**src/bmp_window_crop_stream_defines.svh**
```systemverilog
// ----------------------------------------------------------------------------
// BMP window crop stream assertion macros
// Shared concurrent assertion forms used by the crop datapath modules.
// ----------------------------------------------------------------------------
`ifndef BMP_WINDOW_CROP_STREAM_DEFINES_SVH
`define BMP_WINDOW_CROP_STREAM_DEFINES_SVH

// Same-cycle implication, checked outside reset.
`define BMPWC_ASSERT_NOW(lbl, clk, rst, ante, cons, msg) \
   lbl: assert property (@(posedge clk) disable iff (rst) (ante) |-> (cons)) \
      else $error(msg);

// Next-cycle implication, checked outside reset.
`define BMPWC_ASSERT_NEXT(lbl, clk, rst, ante, cons, msg) \
   lbl: assert property (@(posedge clk) disable iff (rst) (ante) |=> (cons)) \
      else $error(msg);

`endif

```
**src/bmpwc_pkg.sv**
```systemverilog
// ----------------------------------------------------------------------------
// BMP window crop package
// Constants, register indexes and shared types of the BMP window crop block.
// ----------------------------------------------------------------------------
`timescale 1ns / 1ps

package bmpwc_pkg;

   // Largest accepted image width or height in pixels.
   localparam int unsigned MaxDim = 4096;
   localparam int unsigned DimW   = $clog2(MaxDim + 1);

   // Fixed field widths.
   localparam int unsigned ByteW  = 8;
   localparam int unsigned WinPosW = 12;
   localparam int unsigned WinLenW = 13;
   localparam int unsigned OutOffW = 26;
   localparam int unsigned CsrDataW = 13;

   // Header layout.
   localparam logic [7:0] HdrOffsetPos = 8'd10;
   localparam logic [7:0] HdrWidthPos  = 8'd18;
   localparam logic [7:0] HdrWidthEnd  = 8'd21;
   localparam logic [7:0] HdrHeightPos = 8'd22;
   localparam logic [7:0] HdrHeightEnd = 8'd25;
   localparam logic [7:0] HdrLen       = 8'd26;
   localparam logic [7:0] PosSat       = 8'hFF;

   localparam logic [1:0] LastPixelByte = 2'd2;

   // Offset arithmetic widths.
   localparam int unsigned ProdW    = DimW + WinLenW;
   localparam int unsigned OffCalcW = (ProdW + 3 > OutOffW) ? ProdW + 3 : OutOffW;

   typedef enum logic [1:0] {
      CSR_WIN_X = 2'd0,
      CSR_WIN_Y = 2'd1,
      CSR_WIN_W = 2'd2,
      CSR_WIN_H = 2'd3
   } csr_index_type;

   typedef struct packed {
      logic [WinPosW-1:0] x;
      logic [WinPosW-1:0] y;
      logic [WinLenW-1:0] w;
      logic [WinLenW-1:0] h;
   } win_type;

   // One in-window pixel byte on its way to the offset stage.
   typedef struct packed {
      logic [ByteW-1:0] pixel_byte;
      logic [DimW-1:0]  row_delta;
      logic [DimW-1:0]  col_delta;
      logic [1:0]       byte_sel;
   } crop_item_type;

   // Magnitude of a signed 32-bit header word.
   function automatic logic [31:0] magnitude(input logic [31:0] raw);
      magnitude = raw[31] ? (32'd0 - raw) : raw;
   endfunction

endpackage

```
**src/bmp_window_crop_stream.sv**
```systemverilog
// A kept beat is registered in the parser item register, then in the result register.
// Throughput: one file byte per cycle while req_ready is high; a held item stalls it.
// Bytes outside the window occupy no pipeline slot and produce no result.
// Reset (synchronous, active high) clears the window registers, the header
// and pixel counters and both valid flags; payload registers are not reset.
// ----------------------------------------------------------------------------
// BMP window crop stream
// Crops a window out of a 24-bit BMP byte stream and tags each kept byte with
// its offset in a packed, top-row-first output image.
// ----------------------------------------------------------------------------
`timescale 1ns / 1ps

module bmp_window_crop_stream (
   input  logic                            clock,
   input  logic                            reset,
   // Configuration write port.
   input  logic                            csr_wr_en,
   input  logic [1:0]                      csr_index,
   input  logic [bmpwc_pkg::CsrDataW-1:0]  csr_wdata,
   // File byte input channel.
   input  logic                            req_valid,
   output logic                            req_ready,
   input  logic [bmpwc_pkg::ByteW-1:0]     req_file_byte,
   input  logic                            req_start_of_file,
   // Cropped pixel byte result channel.
   output logic                            rsp_valid,
   input  logic                            rsp_ready,
   output logic [bmpwc_pkg::ByteW-1:0]     rsp_pixel_byte,
   output logic [bmpwc_pkg::OutOffW-1:0]   rsp_dest_offset
);

   // Window registers. Software writes them only while the stream is idle; the
   // block does not enforce it, and the parser and offset stage read them unstaged.
   bmpwc_pkg::win_type       win_ff, win_in;

   // Link between the parser register and the result register.
   logic                     item_valid;
   logic                     item_ready;
   bmpwc_pkg::crop_item_type item;

   always_comb begin
      win_in = win_ff;
      if (csr_wr_en) begin
         case (bmpwc_pkg::csr_index_type'(csr_index))
            bmpwc_pkg::CSR_WIN_X: begin
               win_in.x = csr_wdata[bmpwc_pkg::WinPosW-1:0];
            end
            bmpwc_pkg::CSR_WIN_Y: begin
               win_in.y = csr_wdata[bmpwc_pkg::WinPosW-1:0];
            end
            bmpwc_pkg::CSR_WIN_W: begin
               win_in.w = csr_wdata[bmpwc_pkg::WinLenW-1:0];
            end
            bmpwc_pkg::CSR_WIN_H: begin
               win_in.h = csr_wdata[bmpwc_pkg::WinLenW-1:0];
            end
            default: begin
               win_in = win_ff;
            end
         endcase
      end
   end

   always_ff @(posedge clock) begin
      if (reset) begin
         win_ff <= '0;
      end else begin
         win_ff <= win_in;
      end
   end

   // The parser walks the header and pixel counters for every beat and keeps
   // only bytes inside the window, together with their row and column
   // distances from the window corner.
   bmpwc_parse u_parse (
      .clock             (clock),
      .reset             (reset),
      .req_valid         (req_valid),
      .req_ready         (req_ready),
      .req_file_byte     (req_file_byte),
      .req_start_of_file (req_start_of_file),
      .win               (win_ff),
      .item_valid        (item_valid),
      .item_ready        (item_ready),
      .item              (item)
   );

   // The offset stage turns those distances into the packed byte offset with
   // one multiply and holds the result beat until the consumer takes it.
   bmpwc_offset u_offset (
      .clock           (clock),
      .reset           (reset),
      .item_valid      (item_valid),
      .item_ready      (item_ready),
      .item            (item),
      .win_w           (win_ff.w),
      .rsp_valid       (rsp_valid),
      .rsp_ready       (rsp_ready),
      .rsp_pixel_byte  (rsp_pixel_byte),
      .rsp_dest_offset (rsp_dest_offset)
   );

endmodule

```
**src/bmpwc_parse.sv**
```systemverilog
// ----------------------------------------------------------------------------
// BMP window crop parser
// Tracks header and pixel position per beat and registers in-window bytes.
// ----------------------------------------------------------------------------
`timescale 1ns / 1ps
`include "bmp_window_crop_stream_defines.svh"

module bmpwc_parse (
   input  logic                       clock,
   input  logic                       reset,
   input  logic                       req_valid,
   output logic                       req_ready,
   input  logic [bmpwc_pkg::ByteW-1:0] req_file_byte,
   input  logic                       req_start_of_file,
   input  bmpwc_pkg::win_type         win,
   output logic                       item_valid,
   input  logic                       item_ready,
   output bmpwc_pkg::crop_item_type   item
);

   logic [7:0]                 header_pos_ff, header_pos_in;
   logic [7:0]                 data_start_ff, data_start_in;
   logic [31:0]                raw_width_ff, raw_width_in;
   logic [31:0]                raw_height_ff, raw_height_in;
   logic [bmpwc_pkg::DimW-1:0] file_row_ff, file_row_in;
   logic [bmpwc_pkg::DimW-1:0] pixel_column_ff, pixel_column_in;
   logic [1:0]                 byte_in_pixel_ff, byte_in_pixel_in;
   logic [1:0]                 pad_left_ff, pad_left_in;
   logic                       item_valid_ff, item_valid_in;
   bmpwc_pkg::crop_item_type   item_ff, item_in;

   // Effective state: a start-of-file beat sees cleared counters.
   logic [7:0]                 pos, dstart;
   logic [31:0]                rwidth, rheight, wmag, hmag;
   logic [bmpwc_pkg::DimW-1:0] row, col, wdim, hdim, img_row, col_next;
   logic [1:0]                 bip, pad, lane, pad_row;
   logic                       accept, in_header, geom_ok, emit;

   assign accept    = req_valid && req_ready;
   assign req_ready = !item_valid_ff || item_ready;

   always_comb begin
      pos     = req_start_of_file ? 8'd0 : header_pos_ff;
      dstart  = req_start_of_file ? 8'd0 : data_start_ff;
      rwidth  = req_start_of_file ? 32'd0 : raw_width_ff;
      rheight = req_start_of_file ? 32'd0 : raw_height_ff;
      row     = req_start_of_file ? '0 : file_row_ff;
      col     = req_start_of_file ? '0 : pixel_column_ff;
      bip     = req_start_of_file ? 2'd0 : byte_in_pixel_ff;
      pad     = req_start_of_file ? 2'd0 : pad_left_ff;

      wmag = bmpwc_pkg::magnitude(rwidth);
      hmag = bmpwc_pkg::magnitude(rheight);
      wdim = wmag[bmpwc_pkg::DimW-1:0];
      hdim = hmag[bmpwc_pkg::DimW-1:0];

      geom_ok = (dstart >= bmpwc_pkg::HdrLen) && (wmag != 32'd0) && (hmag != 32'd0) &&
                (wmag <= 32'(bmpwc_pkg::MaxDim)) && (hmag <= 32'(bmpwc_pkg::MaxDim)) &&
                ((32'(win.x) + 32'(win.w)) <= wmag) &&
                ((32'(win.y) + 32'(win.h)) <= hmag);

      in_header = (pos < bmpwc_pkg::HdrLen) || (pos < dstart);
      img_row   = rheight[31] ? row : (hdim - bmpwc_pkg::DimW'(1) - row);
      col_next  = col + bmpwc_pkg::DimW'(1);
      // Row padding brings 3*width bytes up to a multiple of four.
      pad_row   = 2'd0 - 2'(wdim[1:0] * 2'd3);
      lane      = 2'(pos - bmpwc_pkg::HdrWidthPos);

      header_pos_in    = (pos != bmpwc_pkg::PosSat) ? pos + 8'd1 : pos;
      data_start_in    = dstart;
      raw_width_in     = rwidth;
      raw_height_in    = rheight;
      file_row_in      = row;
      pixel_column_in  = col;
      byte_in_pixel_in = bip;
      pad_left_in      = pad;
      emit             = 1'b0;

      if (in_header) begin
         if (pos == bmpwc_pkg::HdrOffsetPos) begin
            data_start_in = req_file_byte;
         end else if (pos >= bmpwc_pkg::HdrWidthPos && pos <= bmpwc_pkg::HdrWidthEnd) begin
            raw_width_in = rwidth | ({24'd0, req_file_byte} << {lane, 3'b000});
         end else if (pos >= bmpwc_pkg::HdrHeightPos &&
                      pos <= bmpwc_pkg::HdrHeightEnd) begin
            raw_height_in = rheight | ({24'd0, req_file_byte} << {lane, 3'b000});
         end
      end else if (geom_ok && (row < hdim)) begin
         if (pad != 2'd0) begin
            pad_left_in = pad - 2'd1;
         end else begin
            emit = (32'(img_row) >= 32'(win.y)) &&
                   (32'(img_row) < (32'(win.y) + 32'(win.h))) &&
                   (32'(col) >= 32'(win.x)) &&
                   (32'(col) < (32'(win.x) + 32'(win.w)));
            if (bip == bmpwc_pkg::LastPixelByte) begin
               byte_in_pixel_in = 2'd0;
               if (col_next == wdim) begin
                  pixel_column_in = '0;
                  file_row_in     = row + bmpwc_pkg::DimW'(1);
                  pad_left_in     = pad_row;
               end else begin
                  pixel_column_in = col_next;
               end
            end else begin
               byte_in_pixel_in = bip + 2'd1;
            end
         end
      end

      item_in.pixel_byte = req_file_byte;
      item_in.row_delta  = img_row - bmpwc_pkg::DimW'(win.y);
      item_in.col_delta  = col - bmpwc_pkg::DimW'(win.x);
      item_in.byte_sel   = bip;

      if (accept) begin
         item_valid_in = emit;
      end else if (item_ready) begin
         item_valid_in = 1'b0;
      end else begin
         item_valid_in = item_valid_ff;
      end
   end

   always_ff @(posedge clock) begin
      if (reset) begin
         header_pos_ff    <= 8'd0;
         data_start_ff    <= 8'd0;
         raw_width_ff     <= 32'd0;
         raw_height_ff    <= 32'd0;
         file_row_ff      <= '0;
         pixel_column_ff  <= '0;
         byte_in_pixel_ff <= 2'd0;
         pad_left_ff      <= 2'd0;
         item_valid_ff    <= 1'b0;
      end else begin
         if (accept) begin
            header_pos_ff    <= header_pos_in;
            data_start_ff    <= data_start_in;
            raw_width_ff     <= raw_width_in;
            raw_height_ff    <= raw_height_in;
            file_row_ff      <= file_row_in;
            pixel_column_ff  <= pixel_column_in;
            byte_in_pixel_ff <= byte_in_pixel_in;
            pad_left_ff      <= pad_left_in;
         end
         item_valid_ff <= item_valid_in;
      end
   end

   always_ff @(posedge clock) begin
      if (accept) begin
         item_ff <= item_in;
      end
   end

   assign item_valid = item_valid_ff;
   assign item       = item_ff;

   `BMPWC_ASSERT_NEXT(a_item_needs_beat, clock, reset, !accept && !item_valid_ff,
      !item_valid_ff, "item appeared without an accepted beat")
   `BMPWC_ASSERT_NOW(a_pixel_after_header, clock, reset,
      (pixel_column_ff != '0) || (file_row_ff != '0) || (byte_in_pixel_ff != 2'd0),
      header_pos_ff > bmpwc_pkg::HdrLen, "pixel counters moved inside the header")
   `BMPWC_ASSERT_NOW(a_byte_in_pixel_range, clock, reset, 1'b1,
      byte_in_pixel_ff != 2'd3, "byte in pixel counter out of range")

endmodule

```
**src/bmpwc_offset.sv**
```systemverilog
// ----------------------------------------------------------------------------
// BMP window crop offset stage
// Forms the packed destination offset and holds the result beat.
// ----------------------------------------------------------------------------
`timescale 1ns / 1ps
`include "bmp_window_crop_stream_defines.svh"

module bmpwc_offset (
   input  logic                         clock,
   input  logic                         reset,
   input  logic                         item_valid,
   output logic                         item_ready,
   input  bmpwc_pkg::crop_item_type     item,
   input  logic [bmpwc_pkg::WinLenW-1:0] win_w,
   output logic                         rsp_valid,
   input  logic                         rsp_ready,
   output logic [bmpwc_pkg::ByteW-1:0]   rsp_pixel_byte,
   output logic [bmpwc_pkg::OutOffW-1:0] rsp_dest_offset
);

   logic                            rsp_valid_ff, rsp_valid_in;
   logic [bmpwc_pkg::ByteW-1:0]     rsp_pixel_byte_ff;
   logic [bmpwc_pkg::OutOffW-1:0]   rsp_dest_offset_ff, rsp_dest_offset_in;
   logic [bmpwc_pkg::ProdW-1:0]     prod;
   logic [bmpwc_pkg::OffCalcW-1:0]  lin, off3;
   logic                            load;

   assign item_ready = !rsp_valid_ff || rsp_ready;
   assign load       = item_valid && item_ready;

   // Pixel index within the window, then three bytes per pixel.
   always_comb begin
      prod = bmpwc_pkg::ProdW'(item.row_delta) * bmpwc_pkg::ProdW'(win_w);
      lin  = bmpwc_pkg::OffCalcW'(prod) + bmpwc_pkg::OffCalcW'(item.col_delta);
      off3 = (lin << 1) + lin + bmpwc_pkg::OffCalcW'(item.byte_sel);
      rsp_dest_offset_in = off3[bmpwc_pkg::OutOffW-1:0];

      if (load) begin
         rsp_valid_in = 1'b1;
      end else if (rsp_ready) begin
         rsp_valid_in = 1'b0;
      end else begin
         rsp_valid_in = rsp_valid_ff;
      end
   end

   always_ff @(posedge clock) begin
      if (reset) begin
         rsp_valid_ff <= 1'b0;
      end else begin
         rsp_valid_ff <= rsp_valid_in;
      end
   end

   always_ff @(posedge clock) begin
      if (load) begin
         rsp_pixel_byte_ff  <= item.pixel_byte;
         rsp_dest_offset_ff <= rsp_dest_offset_in;
      end
   end

   assign rsp_valid       = rsp_valid_ff;
   assign rsp_pixel_byte  = rsp_pixel_byte_ff;
   assign rsp_dest_offset = rsp_dest_offset_ff;

   `BMPWC_ASSERT_NEXT(a_item_reaches_output, clock, reset, load,
      rsp_valid_ff, "loaded item did not reach the result register")
   `BMPWC_ASSERT_NEXT(a_output_drains, clock, reset,
      !item_valid && rsp_valid_ff && rsp_ready, !rsp_valid_ff,
      "result beat repeated after it was taken")

endmodule
```
**config.mk**
```make
export PLATFORM = sky130hd
export DESIGN_NAME = bmp_window_crop_stream
export DESIGN_NICKNAME = d
export VERILOG_FILES = /design/src/bmpwc_pkg.sv /design/src/bmp_window_crop_stream.sv /design/src/bmpwc_parse.sv /design/src/bmpwc_offset.sv
export VERILOG_INCLUDE_DIRS = /design/src /design/src/src
export SDC_FILE = /design/constraint.sdc
export NUM_CORES = 1
export LEC_CHECK = 0
export ABC_AREA = 1
export BUFFER_PORTS_ARGS = -buffer_cell sky130_fd_sc_hd__buf_2
export CAP_MARGIN = 20
export CORE_UTILIZATION = 50
export DETAILED_ROUTE_END_ITERATION = 7
export PLACE_DENSITY = 0.71
export SLEW_MARGIN = 25
export SYNTH_ARGS = -nofsm -noshare
export SYNTH_HDL_FRONTEND = slang
export SYNTH_SLANG_ARGS = --single-unit
export TNS_END_PERCENT = 10
```
**constraint.sdc**
```tcl
create_clock -name clock -period 6.9 [get_ports clock]
set_input_delay 0.345 -clock clock [delete_from_list [all_inputs] [get_ports clock]]
set_output_delay 0.345 -clock clock [all_outputs]
set_load 0.02 [all_outputs]
```
==> impl_metrics.json, run 1 <==
{
  "hold_ws_ns": 0.0338,
  "rsz0062_at_grt": "yes",
  "antenna_found_initial": 0,
  "synthFlopType": "dfxtp_1",
  "clkLatencyLatePin_ns": 0.60,
  "die_x_um": 225,
  "grt_overflow": 0,
  "ir_drop_mv": 0.922,
  "clkTransAtPathRegs_ns": 0.07,
  "async_flop_share_pct": 0,
  "p_per_area_nw_per_um2": 458,
  "root_buffer": "clkbuf_16",
  "synthCells": 3583,
  "relSlewSlack_pct": 32.4,
  "die_y_um": 225,
  "syn_area_per_cell_um2": 6.97,
  "min_period_over_period_pct": 102,
  "cp_num_buf_inv": 9,
  "ant_nets": 0,
  "grt_max_degree": 72,
  "gp_congestion": 0.967,
  "avgRoutedWirePerCell_um": 15.7,
  "setup_tns_ns": -0.338,
  "vias": 23400,
  "min_path_cells": 1,
  "setup_viol_count_final": 5,
  "layout_min_cycle_time_ns": 7.05,
  "grt_pass1_vias": 22300,
  "ys_ff_latch": 232,
  "rrSetupSlack_ns": -0.15,
  "critPathRequiredTime_ns": 7.25,
  "grt_util_met3_pct": 2.22,
  "min_to": "u_parse.item[29]",
  "timing.final.ws_setup_ns": -0.151,
  "path_depth": 36,
  "cts_buffers": 28,
  "critPathCaptureType": "flip-flop",
  "synth_top_area_cell": "ha_1",
  "worst_slew_pin_slew_ns": 1.01,
  "cp_top_family": "adder cells",
  "syn_nets": 4026,
  "grt_pass1_wl_um": 112000,
  "failed_checks": "setup timing",
  "synthTopCellsByArea": "ha_1, nand2_1, dfxtp_1",
  "core-area_um2": 49100,
  "leakage_nw": 14.9,
  "placed_cells": 4353,
  "r2r-end": "u_offset.rsp_dest_offset[25]",
  "max_freq_mhz": 142,
  "critical_path_class": "reg2reg",
  "track_usage_pct": 27.3,
  "seqPwrFrac_pct": 14.4,
  "skew_ns": 0.0401,
  "fp.dieArea_um2": 50800,
  "finalNetCount": 4184,
  "firstDrtPassIters": 6,
  "grt_util_met2_pct": 49.1,
  "p_clk_share_pct": 12.1,
  "cpPeakStageDelay_ns": 0.53,
  "clk_path_buf_depth": 3,
  "arrival_ns": 7.40,
  "dp_hpwl_um": 55400,
  "yosysWarnings": 0,
  "cp-start-kind": "flip-flop",
  "hp-class": "in2reg",
  "worstPathMaxFanout": 5,
  "vias_per_cell": 5.30,
  "maxSlewViolCount": 0,
  "syn_to_final_growth_pct": 13.9,
  "top_usage_layer": "met2",
  "comb_power_share_pct": 73.6,
  "drt-total-wl_um": 69500,
  "syn_area_um2": 25000,
  "drt-initial-drc-count": 1483,
  "p_int_mw": 7.65,
  "use_met1_pct": 32.5,
  "synthDistinctLibCells": 55,
  "fp-row-count": 81,
  "drive_gt1_share_pct": 11.6,
  "synth_edf_count": 70,
  "maxCapViolCount": 0,
  "r2r_cells": 36,
  "cts_sinks": 232,
  "switching_share_pct": 41.3,
  "initial_core_util_pct": 50.9,
  "boundaryPins": 65,
  "cts_tree": "built",
  "critical-path-slowest-cell": "fa_1",
  "ys_seq_area_share_pct": 21.4,
  "hold_viol": 0,
  "switchingPower_mw": 5.38,
  "portBuffers": 64,
  "status": "complete, but fails checks",
  "htreeDepth": 1,
  "cpMostUsedCell": "fa_1",
  "r2r-start": "u_parse.item[19]",
  "synth_top_cell_area_share_pct": 13.9,
  "remaining_drc_errors": 0,
  "instances_no_fill": 4427,
  "diodes": 0,
  "worstHoldStart": "req_file_byte[1]"
}
==> worst reg2reg max path, delay by kind of cell, from the launching register on <==
family	cells	cell delay (ns)
fa+ha+maj	9	3.40
compound gates	10	1.24
buf+inv	9	0.63
xor+xnor	3	0.53
simple gates	5	0.52
flops	1	0.49
==> final cells by class <==
cell class,count,area [µm²]
sequential,232,5350
clock buffer,34,774
multi-input combinational,2615,17200
tap,664,831
fill,4685,20600
timing repair buffer,232,1660
inverter,632,2390
clock inverter,18,209
==> cell usage in the layout, fill, tap and decap left out, drive strengths merged, types with 3 or more instances in the layout <==
cell type / instances
nor4: 11
xor2: 76
a21oi: 290
o21a: 4
a211oi: 4
nand4: 30
dfxtp: 162
a21boi: 4
inv: 629
nand3: 195
xnor2: 34
nand2: 923
buf: 227
clkinv: 15
a22oi: 25
nand3b: 13
dlygate4sd3: 5
o21ai: 207
a221oi: 4
o21bai: 10
clkbuf: 34
edfxtp: 70
o211ai: 16
nor3: 39
a31oi: 10
clkinvlp: 3
bufinv: 3
nor2: 288
ha: 277
o221ai: 5
fa: 137
==> synth_stat cells (all sizes together) (39+ instances only) <==
library cell    n
ha            277
nor3           39
inv           626
o21ai         207
nand3         195
dfxtp         162
edfxtp         70
nor2          288
xor2           76
fa            137
clkbuf         70
a21oi         290
nand2         923
==> metal layers <==
layer	share of wire, %	up-vias	wire (µm)
met3	3.9	186	2740
li1	-	11800	-
met2	49	623	34300
met1	41	10800	28700
met5	0	-	0
met4	5.5	0	3810
==> power by group through the flow <==
| stage | clock [mW] | sequential (mW) | combinational, mW |
|---|---|---|---|
| after floorplan | 0 | 1.89 | 5.15 |
| after global placement | 0 | 1.90 | 8.42 |
| after detailed placement | 0 | 1.90 | 8.53 |
| after CTS | 1.60 | 1.87 | 9.16 |
| after global routing | 1.65 | 1.87 | 10.7 |
| final | 1.58 | 1.87 | 9.59 |
==> sequential cells by signal, indices dropped and copies added (netlist names) <==
register and cells:
u_parse.item 36, u_parse.file_row_ff 13, win_ff 50, u_parse.header_pos_ff 8, u_parse.raw_height_ff 32, u_parse.pixel_column_ff 13
u_parse.pad_left_ff 2, u_offset.rsp_pixel_byte 8, u_offset.rsp_dest_offset 26, u_parse.byte_in_pixel_ff 2, u_offset.rsp_valid 1, u_parse.item_valid 1
u_parse.data_start_ff 8, u_parse.raw_width_ff 32
==> per-stage QoR <==
stage          worst slack (ns)  utilization (%)  area [µm²]  power (mW)
2_1_floorplan           0.00595                -       25100        7.04
3_3_place_gp             -0.212             54.7       26800        10.3
3_5_place_dp             -0.304             54.8       26900        10.4
4_1_cts                 -0.0884             57.5       28200        12.6
5_1_grt                  -0.426             58.0       28400        14.2
6_report                 -0.151             58.0       28400        13.0
==> kinds of logic after synthesis <==
family          after synthesis  synth area share, %
buf+inv                     736                 11.6
simple gates               1503                 25.4
xor+xnor                    110                 3.86
flops                       232                 21.4
fa+ha+maj                   414                 24.9
compound gates              588                 12.8
==> repair_timing <==
item	4_1_cts	5_1_grt
setup buffers	9	8
hold buffers	5	0
setup endpoints to repair	9	14
hold endpoints to repair	5	0
resized for setup	35	52
pin swaps	40	72
==> worst max path at each step <==
stage	endpoint	start	slack (ns)
finish	u_offset.rsp_dest_offset[25]	u_parse.item[19]	-0.15
global route	u_offset.rsp_dest_offset[25]	u_parse.item[19]	-0.43
CTS	u_offset.rsp_dest_offset[25]	u_parse.item[21]	-0.09
detailed placement	u_offset.rsp_dest_offset[25]	u_parse.item[20]	-0.30
global placement	u_offset.rsp_dest_offset[25]	u_parse.item[19]	-0.21
floorplan	u_offset.rsp_dest_offset[25]	u_parse.item[21]	0.006
No activity file was read; power rests on OpenSTA's default activity.
==> run 2: changes to the inputs <==
CORE_UTILIZATION = 40   (was 50)
PLACE_DENSITY = 0.59   (was 0.71)
SETUP_SLACK_MARGIN = 0.4   (was unset)
==> impl_metrics.json, run 2 (same netlist as run 1, synthesis figures left out) <==
{
  "cts_buffers": 31,
  "finalNetCount": 4171,
  "maxCapViolCount": 0,
  "grt_max_degree": 79,
  "syn_to_final_growth_pct": 15.4,
  "drt-total-wl_um": 71400,
  "dp_hpwl_um": 57500,
  "portBuffers": 64,
  "root_buffer": "clkbuf_16",
  "clkLatencyLatePin_ns": 0.61,
  "clk_path_buf_depth": 3,
  "core-area_um2": 61700,
  "cts_sinks": 232,
  "track_usage_pct": 22.5,
  "final_common_cell": "nand2_1",
  "multiInputGateArea_um2": 17400,
  "ir_drop_mv": 0.974,
  "r2r-start": "u_parse.item[20]",
  "cp-start-kind": "flip-flop",
  "hold_viol": 0,
  "status": "complete, but fails checks",
  "setup_viol_count_final": 1,
  "largest_register_ffs": 50,
  "maxSlewViolCount": 0,
  "fp-row-count": 91,
  "crit_start": "u_parse.item[20]",
  "critPathCaptureType": "flip-flop",
  "arrival_ns": 7.23,
  "fin_util_pct": 46.7,
  "worst_slew_pin_slew_ns": 0.962,
  "layout_min_cycle_time_ns": 6.90,
  "drive_gt1_share_pct": 11.8,
  "leakage_nw": 14.9,
  "die_y_um": 252,
  "critical-path-slowest-cell": "fa_1",
  "failed_checks": "setup timing",
  "grt_pass1_wl_um": 115000,
  "seq_area_um2": 5360,
  "firstDrtPassIters": 6,
  "avgRoutedWirePerCell_um": 15.5,
  "regMostFlops": "win_ff",
  "min_path_cells": 3,
  "max_freq_mhz": 145,
  "critPathRequiredTime_ns": 7.23,
  "drt-initial-drc-count": 1369,
  "rsz0062_at_grt": "yes",
  "remaining_drc_errors": 0,
  "timing.final.ws_setup_ns": -0.00108,
  "min_period_over_period_pct": 100,
  "final_cell_mix": "nand2_1, inv_1, a21oi_1",
  "crit_path_end": "u_offset.rsp_dest_offset[25]",
  "gp_congestion": 0.937,
  "ant_nets": 0,
  "relSlewSlack_pct": 35.7,
  "cpMostUsedCell": "inv_1",
  "r2r-end": "u_offset.rsp_dest_offset[25]",
  "vias_per_cell": 5.00,
  "worstPathMaxFanout": 5,
  "grt_overflow": 0,
  "cpPeakStageDelay_ns": 0.55,
  "antenna_found_initial": 0,
  "setup_tns_ns": -0.00108,
  "skew_ns": 0.0354,
  "fillers": 6410,
  "p_per_area_nw_per_um2": 470,
  "grt_pass1_vias": 21900,
  "initial_core_util_pct": 40.5,
  "boundaryPins": 65,
  "clkTransAtPathRegs_ns": 0.06,
  "diodes": 0,
  "r2r_cells": 33,
  "die_x_um": 252,
  "hp-class": "in2reg",
  "cts_tree": "built",
  "htreeDepth": 1,
  "fp.dieArea_um2": 63400,
  "critical_path_class": "reg2reg",
  "vias": 22900,
  "rrSetupSlack_ns": -0.001
}
## run 2: through the flow
| stage | cell area (µm²) | hold slack (ns) | setup slack [ns] | instances | power, mW |
|---|---|---|---|---|---|
| finish | 28800 | 0.0402 | -0.00108 | 4590 | 13.5 |
| global route | 28800 | 0.0196 | -0.344 | 4590 | 14.7 |
| CTS | 28500 | 0.0101 | 0.0230 | 4585 | 12.9 |
| detailed placement | 27100 | 0.405 | -0.0867 | 4502 | 10.7 |
| global placement | 27100 | 0.402 | -0.0541 | 4502 | 10.7 |
| floorplan | 25400 | 0.400 | 0.253 | 3583 | 7.58 |
## run 2: worst min path at each step
stage / start / endpoint / slack (ns)
2_1_floorplan: u_parse.item[28] / u_offset.rsp_pixel_byte[0] / 0.40
3_3_place_gp: u_parse.item[33] / u_offset.rsp_pixel_byte[5] / 0.40
3_5_place_dp: u_parse.item[32] / u_offset.rsp_pixel_byte[4] / 0.40
4_1_cts: rsp_ready / u_offset.rsp_valid / 0.01
5_1_grt: req_file_byte[0] / u_parse.item[28] / 0.02
6_report: csr_wdata[12] / win_ff[12] / 0.04
## run 2: final cells by class
cell class | count | area share (%)
tap | 837 | 3.64
multi-input combinational | 2615 | 60.5
clock inverter | 17 | 0.808
timing repair buffer | 216 | 5.22
clock buffer | 41 | 3.00
sequential | 232 | 18.6
inverter | 632 | 8.27
## run 2: repair_timing
action | 4_1_cts | 5_1_grt
gates resized for setup | 29 | 48
cloned | 0 | 0
setup endpoints to repair | 13 | 16
endpoints found under the hold margin | 7 | 0
pin swaps | 66 | 39
setup buffers | 18 | 5
hold buffers | 7 | 0
## run 2: layer usage
metal | track usage [%] | up-vias | part of all wire, %
met1 | 27.5 | 10600 | 43
met5 | 0 | - | 0
met2 | 40.8 | 425 | 50
met3 | 1.78 | 129 | 3.3
li1 | - | 11800 | -
met4 | 8.88 | 0 | 4.3
## run 2: where the power goes
| group | internal (mW) | switching (mW) |
|---|---|---|
| clock | 1.04 | 0.687 |
| sequential | 1.84 | 0.0328 |
| combinational | 5.02 | 4.92 |
| total | 7.90 | 5.64 |
## run 2: worst max-delay path, delay by kind of cell (launching register included)
| kind | cells | cell delay, ns |
|---|---|---|
| adder cells (fa/ha/maj) | 9 | 3.44 |
| AO/OA/AOI/OAI | 8 | 1.21 |
| AND/OR/NAND/NOR | 6 | 0.61 |
| buffers and inverters | 7 | 0.49 |
| XOR/XNOR | 3 | 0.46 |
| flip-flops | 1 | 0.45 |
